--- src/ctq_ram.sv ---
`timescale 1ns / 1ps
module ctq_ram #(
  parameter int WIDTH = 74,
  parameter int DEPTH = 64
) (
  input  logic                     clk,
  input  logic                     we,
  input  logic [$clog2(DEPTH)-1:0] waddr,
  input  logic [WIDTH-1:0]         wdata,
  input  logic [$clog2(DEPTH)-1:0] raddr,
  output logic [WIDTH-1:0]         rdata
);

  logic [WIDTH-1:0] mem [DEPTH];

  always_ff @(posedge clk) begin
    if (we) begin
      mem[waddr] <= wdata;
    end
    rdata <= mem[raddr];
  end

endmodule

--- config.mk ---
export PLATFORM = sky130hd
export DESIGN_NAME = ctq_ram
export DESIGN_NICKNAME = d
export VERILOG_FILES = /design/src/ctq_ram.sv
export SDC_FILE = /design/constraint.sdc
export NUM_CORES = 2
export LEC_CHECK = 0
export BUFFER_PORTS_ARGS = -buffer_cell sky130_fd_sc_hd__buf_2
export CORE_MARGIN = 5
export CORE_UTILIZATION = 25
export DETAILED_ROUTE_END_ITERATION = 10
export HOLD_SLACK_MARGIN = 0.15
export PLACE_DENSITY = 0.4
export REMOVE_ABC_BUFFERS = 1
export SLEW_MARGIN = 20
export SYNTH_ARGS = -nofsm -noshare
export SYNTH_HDL_FRONTEND = slang
export SYNTH_MEMORY_MAX_BITS = 65536
export SYNTH_SLANG_ARGS = --single-unit
--- constraint.sdc ---
create_clock -name clk -period 16.7 [get_ports clk]
set_clock_uncertainty 0.15 [all_clocks]
set_input_delay 2.505 -clock clk [delete_from_list [all_inputs] [get_ports clk]]
set_output_delay 2.505 -clock clk [all_outputs]
set_load 0.01 [all_outputs]
==> flow_summary.ini <==
[critical_path]
reg2reg_to = rdata[2]
critPathTopFamily = buffers and inverters
rr_startpoint = mem[54][2]
worst-r2r-setup-slack_ps = 14360
cp_common_cell = buf_4
worst-setup-path-type = in -> reg
cp-end-kind = flop
cp_max_fo = 91
critPathLaunch = raddr[0]
worstRegToRegCells = 5
crit_chain = buf_12 > buf_12 > buf_4 > buf_4 > buf_4 > mux4_2 > mux4_2 > o32ai_1 > a21oi_1
cp_num_cells = 9
worstPathArrival_ps = 7530
slowest_stage = buf_4
crit_required_ps = 17430
critPathLaunchType = primary input
path_buf_inv = 5
cpPeakStageDelay_ps = 770
critPathCapture = rdata[1]

[detailed_routing]
first_pass_iters = 6
drt_wl_total_um = 606000
vias_per_cell = 4.79
postRouteAntennaNets = 0
wl_per_cell_um = 33.3
drtIter0Drc = 8597
via_count = 87200
drcViolationCount = 0

[grt]
grt_pass1_vias = 91000
grt.overflow.total = 0
antenna_found_initial = 71
grt_max_degree = 126
busiest_layer = met2
track_usage = 0.160
grtUsageMet1 = 0.213
grt_pass1_wl_um = 818000
use_met3 = 0.0271
use_met2 = 0.274

[yosys]
yosysWarnings = 0
synth_most_common_cell = edfxtp_1
synth-edff-count = 4736
synth.area.top_cells = edfxtp_1 (79%), mux4_2 (15%), a22oi_1 (0.93%)
postSynthAreaPerCell_sq_um = 23.6
syn_area_sq_mm = 0.181
ys_types = 32
synth.largest_area_cell = edfxtp_1
synth_flop_cell = edfxtp_1
synth_top_area_frac = 0.787
synth-seq-cells = 4810
ys_top_cells_by_count = edfxtp_1 (4,736), mux4_2 (1,211), a22oi_1 (224)
postSynthCellCount = 7657
async_flop_share = 0
synth_seq_area_share = 0.795

[sta]
fin_crit_sh = 0.407
fin_crit_ps = 6800
setup_viol = 0
timing.slew.headroom = 0.167
grt_setup_unrepaired = no
setup_tns_ps = 0
setup_slack_ps = 9900
worst_slew_pin_slew_ps = 1250
hold_viol = 0
fmax_ghz = 0.147
final_max_slew_viol_count = 0

[flow_run]
cap_violations = 0

[floorplan]
num_rows = 312
io_pins = 162
die_x_um = 860
start_util = 0.251
coreArea_sq_mm = 0.721
die_area_sq_mm = 0.740
die_h_um = 860

[clocking]
cts_root_buffer = clkbuf_16
cts.sinks = 4810
postCtsSetupRepairBufs = 0
ctsHtreeMaxLevel = 6
holdBufCountCts = 0
clk_pin_slew_ps = 50
cts_tree = built
clockBufferDepth = 4
cts_made_buffers = 534
clkLatencyLatePin_ps = 1060
cts_resized = 0

[layout]
area_growth_pct = 16.9
fillCellCount = 69900
nets = 8286
final_layout_size_suffix_gt1_frac = 0.298
final_util = 0.293

[power_and_ir_drop]
pwr_density_cell_mw_per_mm2 = 122
leakagePower_uw = 0.0639
total_power_uw = 25800
ir_worst_vdd_mv = 0.114

[placed_design]
port_buffers = 161
globalplace.congestion = 0.716
dp_hpwl_um = 321000
dp_slack_ps = 8600

[outcome]
outcome = finished, final reports clean

[hold_path]
worstHoldPathType = reg -> reg
-- how the worst min path moves through the flow --
stage	start	endpoint	slack (ps)	depth (start not counted)
floorplan	mem[12][17]	rdata[17]	600	5
global placement	mem[12][54]	rdata[54]	690	5
detailed placement	mem[13][54]	rdata[54]	690	5
CTS	mem[13][54]	rdata[54]	720	5
global route	mem[28][60]	rdata[60]	750	5
finish	mem[13][54]	rdata[54]	720	5
-- state kept, by name (all words and copies together), names as in the netlist --
| register | cells |
|---|---|
| rdata | 74 |
| mem | 4736 |
-- routing by layer --
metal,wire [um],up-vias
met5,283,-
met4,13300,44
met3,33800,775
met2,303000,2645
met1,256000,49600
li1,-,34100
-- where the power goes --
group | total [uW] | switching [uW] | leakage, uW | internal [uW]
Combinational | 1200 | 767 | 0.0127 | 428
Clock | 11200 | 4830 | 0.00797 | 6370
Sequential | 13400 | 65.6 | 0.0432 | 13400
-- cells by family after synthesis --
kind of cell,Yosys count,synth area share
flops,4810,0.795
mux,1391,0.162
compound gates,594,0.0217
simple gates,431,0.0103
buf+inv,431,0.0112
-- through the flow --
stage | std cells | cell area (sq um) | hold slack, ps
6_report | 18200 | 211000 | 716
5_1_grt | 18200 | 211000 | 752
4_1_cts | 18200 | 211000 | 715
3_5_place_dp | 17200 | 195000 | 688
3_3_place_gp | 17200 | 194000 | 694
2_1_floorplan | 7227 | 179000 | 600
-- area by class of cell --
| type | count | area (sq um) | area share |
|---|---|---|---|
| antenna | 16 | 40.0 | 0.000189 |
| clock buffer | 707 | 14400 | 0.0682 |
| clock inverter | 231 | 1980 | 0.00935 |
| inverter | 1 | 11.3 | 0.0000533 |
| multi-input combinational | 2416 | 35600 | 0.168 |
| sequential | 4810 | 144000 | 0.680 |
| tap | 9577 | 12000 | 0.0567 |
| timing repair buffer | 435 | 3630 | 0.0172 |
-- layout by cell type, fill, tap and decap left out, types with 17 or more instances in the layout --
cell type	instances
mux2_2	132
a22oi_1	224
a222oi_1	33
clkinv_1	99
bufinv_16	18
nor2_4	64
a21oi_1	177
a31oi_1	33
nor3_1	65
clkinv_2	61
edfxtp_1	4736
mux4_2	1211
nand3_1	52
o22ai_1	99
clkbuf_16	545
nand2_1	182
inv_6	17
clkbuf_1	146
dfxtp_1	74
clkbuf_8	17
buf_12	45
buf_2	115
nor2_1	29
mux2i_1	48
buf_4	268
-- worst reg2reg max path, delay by kind of cell (launching register included) --
kind | cells | cell delay [ps]
AO/OA/AOI/OAI | 4 | 1110
flip-flops | 1 | 370
multiplexers | 1 | 520
No activity file was read; power rests on OpenSTA's default activity.
